**config.mk**
```make
export PLATFORM = sky130hd
export DESIGN_NAME = largest_gap_window_placer
export DESIGN_NICKNAME = d
export VERILOG_FILES = /design/src/rtl/lgwp_pkg.sv /design/src/rtl/lgwp_core.sv /design/src/rtl/largest_gap_window_placer.sv
export SDC_FILE = /design/constraint.sdc
export NUM_CORES = 2
export LEC_CHECK = 0
export ABC_AREA = 1
export BUFFER_PORTS_ARGS = -buffer_cell sky130_fd_sc_hd__buf_2
export CAP_MARGIN = 20
export CORE_ASPECT_RATIO = 0.75
export CORE_MARGIN = 4
export CORE_UTILIZATION = 35
export DETAILED_ROUTE_END_ITERATION = 8
export MAX_ROUTING_LAYER = met4
export PLACE_DENSITY_LB_ADDON = 0.05
export SLEW_MARGIN = 20
export SYNTH_ARGS = -nofsm -noshare
export SYNTH_HDL_FRONTEND = slang
export SYNTH_HIERARCHICAL = 1
export SYNTH_SLANG_ARGS = --single-unit
```
**constraint.sdc**
```tcl
create_clock -name clock -period 7.6 [get_ports clock]
set_input_delay 0.38 -clock clock [delete_from_list [all_inputs] [get_ports clock]]
set_output_delay 0.38 -clock clock [all_outputs]
set_load 0.03 [all_outputs]
```
**src/rtl/lgwp_pkg.sv**
```systemverilog
// Shared types and constants of the largest gap window placer.
package lgwp_pkg;

   localparam int WINDOW_SLOTS = 64;
   localparam int IDX_W = $clog2(WINDOW_SLOTS);
   localparam int COUNT_W = $clog2(WINDOW_SLOTS + 1);
   localparam int ADDR_W = 32;
   localparam int COUNT_FIELD_W = 7;
   localparam int CSR_INDEX_W = 1;

   localparam logic [ADDR_W-1:0] ZONE_START_RESET = 32'hE000_0000;
   localparam logic [ADDR_W-1:0] MIN_GAP_RESET = 32'h0100_0000;
   localparam logic [ADDR_W-1:0] ALIGN_MASK = ~32'h0000_0FFF;
   localparam logic [7:0] BRIDGE_CLASS = 8'h06;
   localparam logic [7:0] SUB_PCI_PCI = 8'h04;
   localparam logic [7:0] SUB_CARDBUS = 8'h07;

   typedef enum logic [1:0] {
      OP_RECORD = 2'd0,
      OP_FIND = 2'd1,
      OP_CLEAR = 2'd2
   } op_type;

   typedef enum logic [CSR_INDEX_W-1:0] {
      CSR_ZONE_START = 1'd0,
      CSR_MIN_GAP = 1'd1
   } csr_index_type;

   typedef struct packed {
      logic [1:0] opcode;
      logic [ADDR_W-1:0] window_base;
      logic is_io_window;
      logic [7:0] device_class;
      logic [7:0] device_subclass;
   } req_type;

   typedef struct packed {
      logic [ADDR_W-1:0] placed_base;
      logic found;
      logic accepted;
      logic [COUNT_FIELD_W-1:0] window_count;
   } rsp_type;

   typedef struct packed {
      logic [ADDR_W-1:0] zone_start;
      logic [ADDR_W-1:0] minimum_gap;
   } cfg_type;

   // handshake between the top level and the core
   typedef struct packed {
      logic start;
      logic take;
   } core_ctrl_type;

   typedef struct packed {
      logic idle;
      logic done;
   } core_status_type;

endpackage

```
**src/rtl/lgwp_core.sv**
```systemverilog
// Window table memory with sorted insertion on record, a gap scan on find and a count reset on clear.
module lgwp_core (
   input  logic                     clock,
   input  logic                     reset,
   input  lgwp_pkg::core_ctrl_type   ctrl,
   input  lgwp_pkg::req_type         item,
   input  lgwp_pkg::cfg_type         cfg,
   output lgwp_pkg::core_status_type status,
   output lgwp_pkg::rsp_type         result
);

   typedef enum logic [5:0] {
      ST_IDLE        = 6'b000001,
      ST_INSERT      = 6'b000010,
      ST_INSERT_LAST = 6'b000100,
      ST_SCAN        = 6'b001000,
      ST_FINISH      = 6'b010000,
      ST_DONE        = 6'b100000
   } state_type;

   state_type state_ff, state_in;
   logic [lgwp_pkg::COUNT_W-1:0] count_ff, count_in;
   logic [lgwp_pkg::IDX_W-1:0] idx_ff, idx_in;
   logic [lgwp_pkg::ADDR_W-1:0] value_ff, value_in;
   logic [lgwp_pkg::ADDR_W-1:0] edge_ff, edge_in;
   logic [lgwp_pkg::ADDR_W-1:0] best_w_ff, best_w_in;
   logic [lgwp_pkg::ADDR_W-1:0] best_s_ff, best_s_in;
   lgwp_pkg::rsp_type res_ff, res_in;

   logic [lgwp_pkg::ADDR_W-1:0] table_mem [lgwp_pkg::WINDOW_SLOTS];
   logic [lgwp_pkg::ADDR_W-1:0] rd_data_ff;
   logic rd_en, wr_en;
   logic [lgwp_pkg::IDX_W-1:0] rd_addr, wr_addr;
   logic [lgwp_pkg::ADDR_W-1:0] wr_data;

   logic skip;
   logic [lgwp_pkg::COUNT_W-1:0] count_m1, count_p1;
   logic [lgwp_pkg::ADDR_W-1:0] gap;

   always_ff @(posedge clock) begin
      if (wr_en) begin
         table_mem[wr_addr] <= wr_data;
      end
   end

   always_ff @(posedge clock) begin
      if (rd_en) begin
         rd_data_ff <= table_mem[rd_addr];
      end
   end

   assign skip = (item.window_base == '0) || item.is_io_window ||
                 ((item.device_class == lgwp_pkg::BRIDGE_CLASS) &&
                  ((item.device_subclass == lgwp_pkg::SUB_CARDBUS) ||
                   (item.device_subclass == lgwp_pkg::SUB_PCI_PCI)));
   assign count_m1 = count_ff - 1'b1;
   assign count_p1 = count_ff + 1'b1;
   assign gap = rd_data_ff - edge_ff;

   always_comb begin
      state_in = state_ff;
      count_in = count_ff;
      idx_in = idx_ff;
      value_in = value_ff;
      edge_in = edge_ff;
      best_w_in = best_w_ff;
      best_s_in = best_s_ff;
      res_in = res_ff;
      rd_en = 1'b0;
      rd_addr = '0;
      wr_en = 1'b0;
      wr_addr = '0;
      wr_data = value_ff;

      unique case (state_ff)
         ST_IDLE: begin
            if (ctrl.start) begin
               res_in = '0;
               res_in.window_count = lgwp_pkg::COUNT_FIELD_W'(count_ff);
               state_in = ST_DONE;
               case (item.opcode)
                  lgwp_pkg::OP_RECORD: begin
                     if (!skip && (count_ff < lgwp_pkg::COUNT_W'(lgwp_pkg::WINDOW_SLOTS))) begin
                        if (count_ff == '0) begin
                           wr_en = 1'b1;
                           wr_addr = '0;
                           wr_data = item.window_base;
                           count_in = count_p1;
                           res_in.accepted = 1'b1;
                           res_in.window_count = lgwp_pkg::COUNT_FIELD_W'(count_p1);
                        end else begin
                           // walk down from the top entry, shifting larger bases up
                           rd_en = 1'b1;
                           rd_addr = count_m1[lgwp_pkg::IDX_W-1:0];
                           idx_in = count_m1[lgwp_pkg::IDX_W-1:0];
                           value_in = item.window_base;
                           state_in = ST_INSERT;
                        end
                     end
                  end
                  lgwp_pkg::OP_FIND: begin
                     if (count_ff != '0) begin
                        rd_en = 1'b1;
                        rd_addr = '0;
                        idx_in = '0;
                        edge_in = cfg.zone_start;
                        best_w_in = '0;
                        best_s_in = '0;
                        state_in = ST_SCAN;
                     end
                  end
                  lgwp_pkg::OP_CLEAR: begin
                     count_in = '0;
                     res_in.window_count = '0;
                  end
                  default: begin
                  end
               endcase
            end
         end
         ST_INSERT: begin
            wr_en = 1'b1;
            wr_addr = idx_ff + 1'b1;
            if (rd_data_ff > value_ff) begin
               wr_data = rd_data_ff;
               if (idx_ff == '0) begin
                  state_in = ST_INSERT_LAST;
               end else begin
                  rd_en = 1'b1;
                  rd_addr = idx_ff - 1'b1;
                  idx_in = idx_ff - 1'b1;
               end
            end else begin
               wr_data = value_ff;
               count_in = count_p1;
               res_in.accepted = 1'b1;
               res_in.window_count = lgwp_pkg::COUNT_FIELD_W'(count_p1);
               state_in = ST_DONE;
            end
         end
         ST_INSERT_LAST: begin
            wr_en = 1'b1;
            wr_addr = '0;
            wr_data = value_ff;
            count_in = count_p1;
            res_in.accepted = 1'b1;
            res_in.window_count = lgwp_pkg::COUNT_FIELD_W'(count_p1);
            state_in = ST_DONE;
         end
         ST_SCAN: begin
            // only gaps closed above by a base count; first widest wins
            if ((rd_data_ff > edge_ff) && (gap > best_w_ff)) begin
               best_w_in = gap;
               best_s_in = edge_ff;
            end
            if (rd_data_ff >= edge_ff) begin
               edge_in = rd_data_ff;
            end
            if (idx_ff == count_m1[lgwp_pkg::IDX_W-1:0]) begin
               state_in = ST_FINISH;
            end else begin
               rd_en = 1'b1;
               rd_addr = idx_ff + 1'b1;
               idx_in = idx_ff + 1'b1;
            end
         end
         ST_FINISH: begin
            if ((best_w_ff != '0) && (best_w_ff >= cfg.minimum_gap)) begin
               res_in.found = 1'b1;
               res_in.placed_base = (best_s_ff + (best_w_ff >> 1)) & lgwp_pkg::ALIGN_MASK;
            end
            state_in = ST_DONE;
         end
         ST_DONE: begin
            if (ctrl.take) begin
               state_in = ST_IDLE;
            end
         end
      endcase
   end

   always_ff @(posedge clock) begin
      if (reset) begin
         state_ff <= ST_IDLE;
         count_ff <= '0;
      end else begin
         state_ff <= state_in;
         count_ff <= count_in;
      end
   end

   always_ff @(posedge clock) begin
      idx_ff <= idx_in;
      value_ff <= value_in;
      edge_ff <= edge_in;
      best_w_ff <= best_w_in;
      best_s_ff <= best_s_in;
      res_ff <= res_in;
   end

   assign status.idle = (state_ff == ST_IDLE);
   assign status.done = (state_ff == ST_DONE);
   assign result = res_ff;

endmodule

```
**src/rtl/largest_gap_window_placer.sv**
```systemverilog
// Top level: request channel, control registers and result register around the core.
// Clear, find on an empty table and a dropped record go from idle straight to done in the core.
// A stored record on an empty table is written at once, else larger bases shift up; find reads each stored window.
// Both walk the table memory, one entry read per cycle through its read port.
// One request at a time: the next is taken in the cycle after the result leaves the core.
// Reset (synchronous): table empty, zone_start and minimum_gap at reset values.
module largest_gap_window_placer (
   input  logic                                 clock,
   input  logic                                 reset,
   input  logic                                 req_valid,
   output logic                                 req_stall,
   input  lgwp_pkg::req_type                     req_payload,
   output logic                                 rsp_valid,
   input  logic                                 rsp_stall,
   output lgwp_pkg::rsp_type                     rsp_payload,
   input  logic                                 csr_valid,
   output logic                                 csr_ready,
   input  logic [lgwp_pkg::CSR_INDEX_W-1:0]     csr_index,
   input  logic [lgwp_pkg::ADDR_W-1:0]          csr_data
);

   lgwp_pkg::cfg_type cfg_ff, cfg_in;
   logic rsp_valid_ff, rsp_valid_in;
   lgwp_pkg::rsp_type rsp_payload_ff, rsp_payload_in;
   lgwp_pkg::core_ctrl_type ctrl;
   lgwp_pkg::core_status_type status;
   lgwp_pkg::rsp_type core_result;

   assign csr_ready = 1'b1;

   always_comb begin
      cfg_in = cfg_ff;
      if (csr_valid) begin
         unique case (csr_index)
            lgwp_pkg::CSR_ZONE_START: cfg_in.zone_start = csr_data;
            lgwp_pkg::CSR_MIN_GAP: cfg_in.minimum_gap = csr_data;
         endcase
      end
   end

   assign req_stall = !status.idle;
   assign ctrl.start = req_valid && status.idle;
   // result register frees when empty or being taken this cycle
   assign ctrl.take = status.done && (!rsp_valid_ff || !rsp_stall);

   always_comb begin
      rsp_valid_in = rsp_valid_ff && rsp_stall;
      rsp_payload_in = rsp_payload_ff;
      if (ctrl.take) begin
         rsp_valid_in = 1'b1;
         rsp_payload_in = core_result;
      end
   end

   always_ff @(posedge clock) begin
      if (reset) begin
         cfg_ff.zone_start <= lgwp_pkg::ZONE_START_RESET;
         cfg_ff.minimum_gap <= lgwp_pkg::MIN_GAP_RESET;
         rsp_valid_ff <= 1'b0;
      end else begin
         cfg_ff <= cfg_in;
         rsp_valid_ff <= rsp_valid_in;
      end
   end

   always_ff @(posedge clock) begin
      rsp_payload_ff <= rsp_payload_in;
   end

   lgwp_core u_core (
      .clock  (clock),
      .reset  (reset),
      .ctrl   (ctrl),
      .item   (req_payload),
      .cfg    (cfg_ff),
      .status (status),
      .result (core_result)
   );

   assign rsp_valid = rsp_valid_ff;
   assign rsp_payload = rsp_payload_ff;

endmodule

```
# [Word-level counts from Yosys, hierarchy flattened]
# Memories as Yosys holds them, arrays and structs flattened. A register that Yosys moved wholly into a read port is not among the register bits.
# Index checks and enable logic that the tools add are counted.
[totals] regBits=294 latchBits=0 ram_bits=2048 mem_bits_ro=0 in_bits=89 out_inout_bits=44 n_memories=1
[classes] n_addsub=6 mul=0 div=0 magnitude_cmp=6 eq_ne=31 shift=0 muxes=78 bitwise_logic=2 n_reduce_logical=37
[memory_table] memory="u_core.table_mem" words=64 word_bits=32 rd=1 rd_clocked_by_memory_dff=1 write_ports=1 line="lgwp_core.sv:30" source="logic [lgwp_pkg::ADDR_W-1:0] table_mem [lgwp_pkg::WINDOW_SLOTS];"
[op_table] op="32-bit 2-to-1 mux" n=14
[op_table] op="32-bit one-hot mux with 2 select lines" n=4
[op_table] op="6-bit 2-to-1 mux" n=23
[op_table] op="32-bit > comparator" n=3
[op_table] op="33-bit one-hot mux with 2 select lines" n=1
[op_table] op="32-bit >= comparator" n=2
[op_table] op="41-bit 2-to-1 mux" n=1
[op_table] op="6-bit one-hot mux with 3 select lines" n=2
[op_table] op="33-bit 2-to-1 mux" n=1
[op_table] op="32-bit by 31-bit adder with 32-bit output" n=1
[op_table] op="32-bit logical NOT" n=1
[op_table] op="32-bit nonzero test" n=1
[op_table] op="32-bit subtractor" n=1
[op_table] op="6-bit one-hot mux with 5 select lines" n=1
[op_table] op="7-bit 2-to-1 mux" n=4
[op_table] op="7-bit one-hot mux with 2 select lines" n=2
[op_table] op="8-bit by 3-bit equality test with 1-bit output, second input constant" n=3
[op_table] op="8-bit 2-to-1 mux" n=3
[op_table] op="6-bit one-hot mux with 2 select lines" n=2
[op_table] op="8-bit one-hot mux with 3 select lines" n=1
[op_table] op="7-bit one-hot mux with 3 select lines" n=1
[op_table] op="1-bit 2-to-1 mux" n=15
[op_table] op="5-bit AND reduction" n=3
[op_table] op="2-bit by 1-bit inequality test with 1-bit output, second input constant" n=7
[op_table] op="35 further kinds" n=63

# [Depth between registers and ports, before layout]
[depth] depth_word=12 depth_mapped=27 depth_no_buf=25

# [Hierarchy]
# The synthesis kept the hierarchy.
[by_module_without_submodules] mod="lgwp_core" instances=1 cells_per_inst=8624 area_each_um2=98538.3 seq_area_each_um2=67614.8
[by_module_without_submodules] mod="largest_gap_window_placer" instances=1 cells_per_inst=394 area_each_um2=3748.6 seq_area_each_um2=2532.4

# [Least setup slack after synthesis]
# Ideal clock, no wire load.
[synth_timing] path_kind="flip-flop to flip-flop" startpoint="register u_core/edge_ff[0] in the netlist's numbering" endpoint="register u_core/best_s_ff[0] in the netlist's numbering (enable)" setup_ns=0.507 arrival_time_ns=6.866 required_time_ns=7.093 path_slack_ns=0.227 path_stages_with_launch=24 synth_period_minus_slack_ns=7.373 cell_sequence="edfxtp_1 > ha_1 > fa_1 > inv_1 > nand3_1 > nand2_1 > a21oi_1 > o21ai_0 > a21oi_1 > o21ai_0 > a21boi_0 > o21ai_0 > nand2_1 > nand3_1 > nand2_1 > ha_1 > nand2_1 > nor3_1 > inv_1 > nor4_1 > nand2_1 > a32oi_1 > nand3_1 > a21oi_1"
[synth_between] elab_chain_cells=5 elab_cells_between_ends=6 cone_classes="add/sub: 1; order compare: 2; eq/ne: 1; reduce/logical: 2"
[synth_lines] item="start, declared" line="lgwp_core.sv:25" source="logic [lgwp_pkg::ADDR_W-1:0] edge_ff, edge_in;"
[synth_lines] item="start signal, assigned" line="lgwp_core.sv:195" source="edge_ff <= edge_in;"
[synth_lines] item="32-bit subtractor" line="lgwp_core.sv:58" source="assign gap = rd_data_ff - edge_ff;"
[synth_lines] item="named net u_core.gap, one bit" line="lgwp_core.sv:38" source="logic [lgwp_pkg::ADDR_W-1:0] gap;"
[synth_lines] item="32-bit > comparator" line="lgwp_core.sv:152" source="if ((rd_data_ff > edge_ff) && (gap > best_w_ff)) begin"
[synth_lines] item="1-bit logical AND" line="lgwp_core.sv:152"
[synth_lines] item="2-bit by 1-bit inequality test with 1-bit output (no source line)"
[synth_lines] item="5-bit AND reduction (no source line)"
[synth_lines] item="end signal, assigned" line="lgwp_core.sv:197" source="best_s_ff <= best_s_in;"
[synth_lines] item="end, declared" line="lgwp_core.sv:27" source="logic [lgwp_pkg::ADDR_W-1:0] best_s_ff, best_s_in;"
# The timed path passes the listed nets, and every way through them passes these cells.
# A chain may end at the register's enable or synchronous reset.

# [Final worst setup path]
[layout_timing] startpoint="register u_core/rd_data_ff[27] in the netlist's numbering (read register of u_core.table_mem)" endpoint="register u_core/rd_data_ff[14] in the netlist's numbering (read register of u_core.table_mem), data pin"
[layout_between] elab_chain_cells=3 elab_cells_between_ends=5 cone_classes="order compare: 1; mux: 4"
[layout_lines] item="start, declared" line="lgwp_core.sv:31" source="logic [lgwp_pkg::ADDR_W-1:0] rd_data_ff;"
[layout_lines] item="32-bit > comparator (*)" line="lgwp_core.sv:124" source="if (rd_data_ff > value_ff) begin"
[layout_lines] item="6-bit 2-to-1 mux / 1-bit 2-to-1 mux (equally long branches)" line="lgwp_core.sv:124"
[layout_lines] item="6-bit one-hot mux with 3 select lines / 1-bit one-hot mux with 3 select lines (equally long branches)" line="lgwp_core.sv:75" source="unique case (state_ff)"
# Mark *: on every way between the ends. The rest lies on a longest branch, timed or not.

==> metrics.md <==
| Metric | Value |
|---|---|
| Non-Filler Instances | `between 10000 and 15000` |
| Reg2Reg Depth | `16` |
| Die H | `approximately 480 microns` |
| Post-DRT Antenna Nets | `0` |
| Worst r2r src | `u_core/rd_data_ff[27]$_DFFE_PP_` |
| Area fraction in compound gates after synthesis | `about 2.6%` |
| Initial antenna violation count | `23` |
| Reg power frac | `around half` |
| Synth cell types | `53` |
| Peak Freq | `163 MHz` |
| Post-Synth Simple-Gate Area | `between 20% and 30%` |
| Worst skew pair latency | `0.91 ns` |
| Nets | `9352` |
| Outcome | `complete, no violations` |
| Crit-path max FO | `82` |
| DR pass1 iterations | `6` |
| Commonest cells after routing, fill and taps aside | `3021 x nand3_1, 2284 x edfxtp_1, 1517 x nand2_1` |
| CTS tree | `built` |
| Area leader, netlist | `edfxtp_1` |
| Worst setup EP type | `flip-flop` |
| RD Place Congestion | `a little over 0.9` |
| Initial Util | `between 30% and 40%` |
| GR Util All Layers | `between 20% and 30%` |
| Number of cell rows | `approximately 170` |
| First-pass GRT wire length | `540000 microns` |
| Worst Max-Slew Pin Slew | `approximately 1.3 ns` |
| Largest family of logic cells by synthesized area | `simple AND/OR/NAND/NOR gates` |
| DIE AREA | `approximately 300000 sq um` |
| Worst hold path class | `in2reg` |
| HP Start | `csr_index` |
| Final setup viols | `0` |
| # DRC | `0` |
| Crit path largest cell delay | `0.87 ns` |
| Post-Synth Adder-Cell Area | `2.03%` |
| Worst Path Required | `around 8.3 ns` |
| Top cell type's share of synthesized area | `between 60% and 70%` |
| Total Wirelength | `between 300000 and 400000 microns` |
| Static Leak | `41.1 nW` |
| DR WL/cell | `about 29 microns` |
| Hold Violations, Final | `0` |
| Number of fill cells | `~28000` |
| FF-to-FF setup slack | `about 1.4 ns` |
| Post-cts sizing count | `0` |
| Setup TNS | `0 ns` |
| DRT iter0 DRCs | `8420` |
| Chip Width | `between 600 and 700 microns` |
| Post-synthesis mux area share | `0%` |
| Max-slew headroom | `a little over an eighth` |
| DP Cell Count | `between 10000 and 15000` |
| Total gr overflow | `0` |
| Setup CP Type | `reg2reg` |
| Fin crit share | `roughly 81%` |
| Hold path endpoint | `cfg_ff[56]$_SDFFE_PP0P_` |
| CP Cell Sequence | `ha_1, nand4_1, nor3b_1, nand2_1, nand2_1, nand3_4, nand2_8, buf_4, nand2_1, nand3_1, nand3_1, nand3_1, nand3_1, nand2_1, nand2_1, nand2_1` |
| Data arrival time of the worst path | `just under 7 ns` |
| Comb power frac | `12.9%` |
| Mean Syn Cell Area | `11.3 sq um` |
| Sw Ratio | `27.1%` |
| Yosys reg bits | `2362` |
| Post-route minimum period | `roughly 6 ns` |
| Switching power | `8.79 mW` |
| Via Count | `around 73000` |
| Pin count of the biggest net entering global routing | `195` |
| Register area share after synthesis | `68.6%` |
| Worst Hold Slack | `0.118 ns` |
| FFs w/ async S/R, synth | `0%` |
| Most used DFF post-synth | `edfxtp_1` |
| Layout cells sized above 1 | `8.92%` |
| Power Internal | `about 24 mW` |
| Post-Syn Instances | `9018` |
| Clk slew on worst S/H paths | `around 0.07 ns` |
| Largest vdd supply drop | `roughly 270 uV` |
| RSZ-0062 raised after global routing | `no` |
| Io pins | `around 130` |
| Layout Skew | `roughly 0.07 ns` |
| Post-synth EDFFs | `around 2300` |
| YS warnings | `6` |
| Core ar. | `290000 sq um` |
| Reg2reg end | `u_core/rd_data_ff[14]$_DFFE_PP_` |
| Synthesized area | `102000 sq um` |
| Hold Crit Depth | `5` |
| Most used cell, CP | `nand2_1` |
| Most common cell after layout, fill and taps aside | `nand3_1` |
| Number of global-route vias before repair | `69418` |
| Util after Layout | `40.3%` |
| IO Port Bufs | `131` |
| Crit-path slowest cell | `buf_4` |
| HPWL after DPL | `~220000 microns` |
| Syn-to-layout area delta | `14.4%` |
| Main area contributors after synthesis | `edfxtp_1 67%, nand3_1 15%, nand2_1 5.6%, ha_1 2.0%, dfxtp_1 1.5%` |
| Max Cap Viol | `0` |
| Clock Path Buffers | `4` |
| Crit start category | `flip-flop` |
| Max H-tree Level | `4` |
| XOR/XNOR Fraction of Synth Area | `less than 1%` |
| Avg Vias per Cell | `between 5 and 6` |
| Min setup slack post-route | `roughly 1.4 ns` |
| Clk pwr share | `36.8%` |
| Setup WS pre-CTS | `~1.7 ns` |
| Max Slew Vio Count | `0` |
| TritonCTS Buffers | `between 200 and 250` |
| Root Buffer | `clkbuf_16` |
| PwrDens | `277 nW/um^2` |
| CTS Sinks | `2362` |
critical path, delay by kind of cell (launching register included):
family	cells	cell delay (ns)
AND/OR/NAND/NOR	14	3.82
buffers and inverters	1	0.87
flip-flops	1	0.66
adder cells (fa/ha/maj)	1	0.44
cell usage after synthesis (3+ instances only):
cell type and count:
clkbuf_1 230, o211ai_1 9, o21a_1 15, nor3_1 22, nor2_2 5, nand2_1 1517, nor2_1 376, o221ai_1 37
a21o_1 6, o31ai_1 6, nand4_1 24, nand3b_1 3, a21boi_0 5, a31oi_1 7, buf_6 10, clkinv_1 3
o21ai_0 166, ha_1 164, nand3_1 3023, o21ai_1 5, buf_1 49, o21bai_1 6, inv_2 10, dfxtp_1 78
buf_4 39, inv_1 340, xnor2_1 10, nor4_1 14, edfxtp_1 2284, buf_2 301, a211oi_1 3, xor2_1 29
a21oi_1 194
area by class of cell:
cell class | instances | area [sq um] | area share, %
multi-input combinational | 5684 | 29000 | 24.8
inverter | 354 | 1370 | 1.17
timing repair buffer | 447 | 3850 | 3.29
sequential | 2362 | 70100 | 60.0
tap | 3892 | 4870 | 4.16
antenna | 7 | 17.5 | 0.0150
clock inverter | 128 | 1090 | 0.931
clock buffer | 322 | 6580 | 5.63
worst max path at each step:
stage,slack (ns),from,endpoint
finish,1.45,u_core/rd_data_ff[27]$_DFFE_PP_,u_core/rd_data_ff[14]$_DFFE_PP_
global route,1.11,u_core/rd_data_ff[0]$_DFFE_PP_,u_core/best_s_ff[4]$_SDFFCE_PN0P_
CTS,1.60,u_core/rd_data_ff[26]$_DFFE_PP_,u_core/rd_data_ff[21]$_DFFE_PP_
detailed placement,1.69,u_core/rd_data_ff[26]$_DFFE_PP_,u_core/rd_data_ff[21]$_DFFE_PP_
global placement,1.72,u_core/rd_data_ff[27]$_DFFE_PP_,u_core/rd_data_ff[21]$_DFFE_PP_
floorplan,0.23,u_core/edge_ff[0]$_DFFE_PP_,u_core/best_s_ff[0]$_SDFFCE_PN0P_
state kept, by name, summed over array words and instances, names as in the netlist:
register / cells
u_core/rd_data_ff: 32
u_core/best_w_ff: 32
u_core/best_s_ff: 32
u_core/value_ff: 32
u_core/state_ff: 6
u_core/table_mem: 2048
u_core/idx_ff: 6
u_core/count_ff: 7
rsp_valid: 1
cfg_ff: 64
rsp_payload: 41
u_core/edge_ff: 32
u_core/result: 29
power groups by stage:
stage	Clock, mW	Sequential, mW	Combinational, mW
2_1_floorplan	0	16.8	1.50
3_3_place_gp	0	16.6	4.08
3_5_place_dp	0	16.6	4.17
4_1_cts	12.2	16.3	4.20
5_1_grt	12.7	16.3	4.43
6_report	11.9	16.3	4.17
kinds of logic after synthesis:
logic type | Yosys count
AO/OA/AOI/OAI | 468
XOR/XNOR | 39
adder cells (fa/ha/maj) | 165
buffers and inverters | 983
flip-flops | 2362
other | 2
AND/OR/NAND/NOR | 4999
timing repair:
| item | in CTS | in global routing |
|---|---|---|
| buffers inserted | 0 | 0 |
| hold buffers | 69 | 0 |
| hold endpoints to repair | 110 | 0 |
| setup endpoints to repair | 0 | 0 |
metrics by stage:
step | total power, mW | cell area (sq um)
floorplan | 18.3 | 102000
CTS | 32.7 | 117000
detailed placement | 20.7 | 109000
finish | 32.4 | 117000
global route | 33.5 | 117000
global placement | 20.6 | 108000
per-layer routing:
layer	track usage, %	wire length [microns]
met3	4.06	28200
met5	-	0
met4	5.64	8700
met2	36.7	168000
met1	37.5	178000
Power figures use the tool's default switching activity.
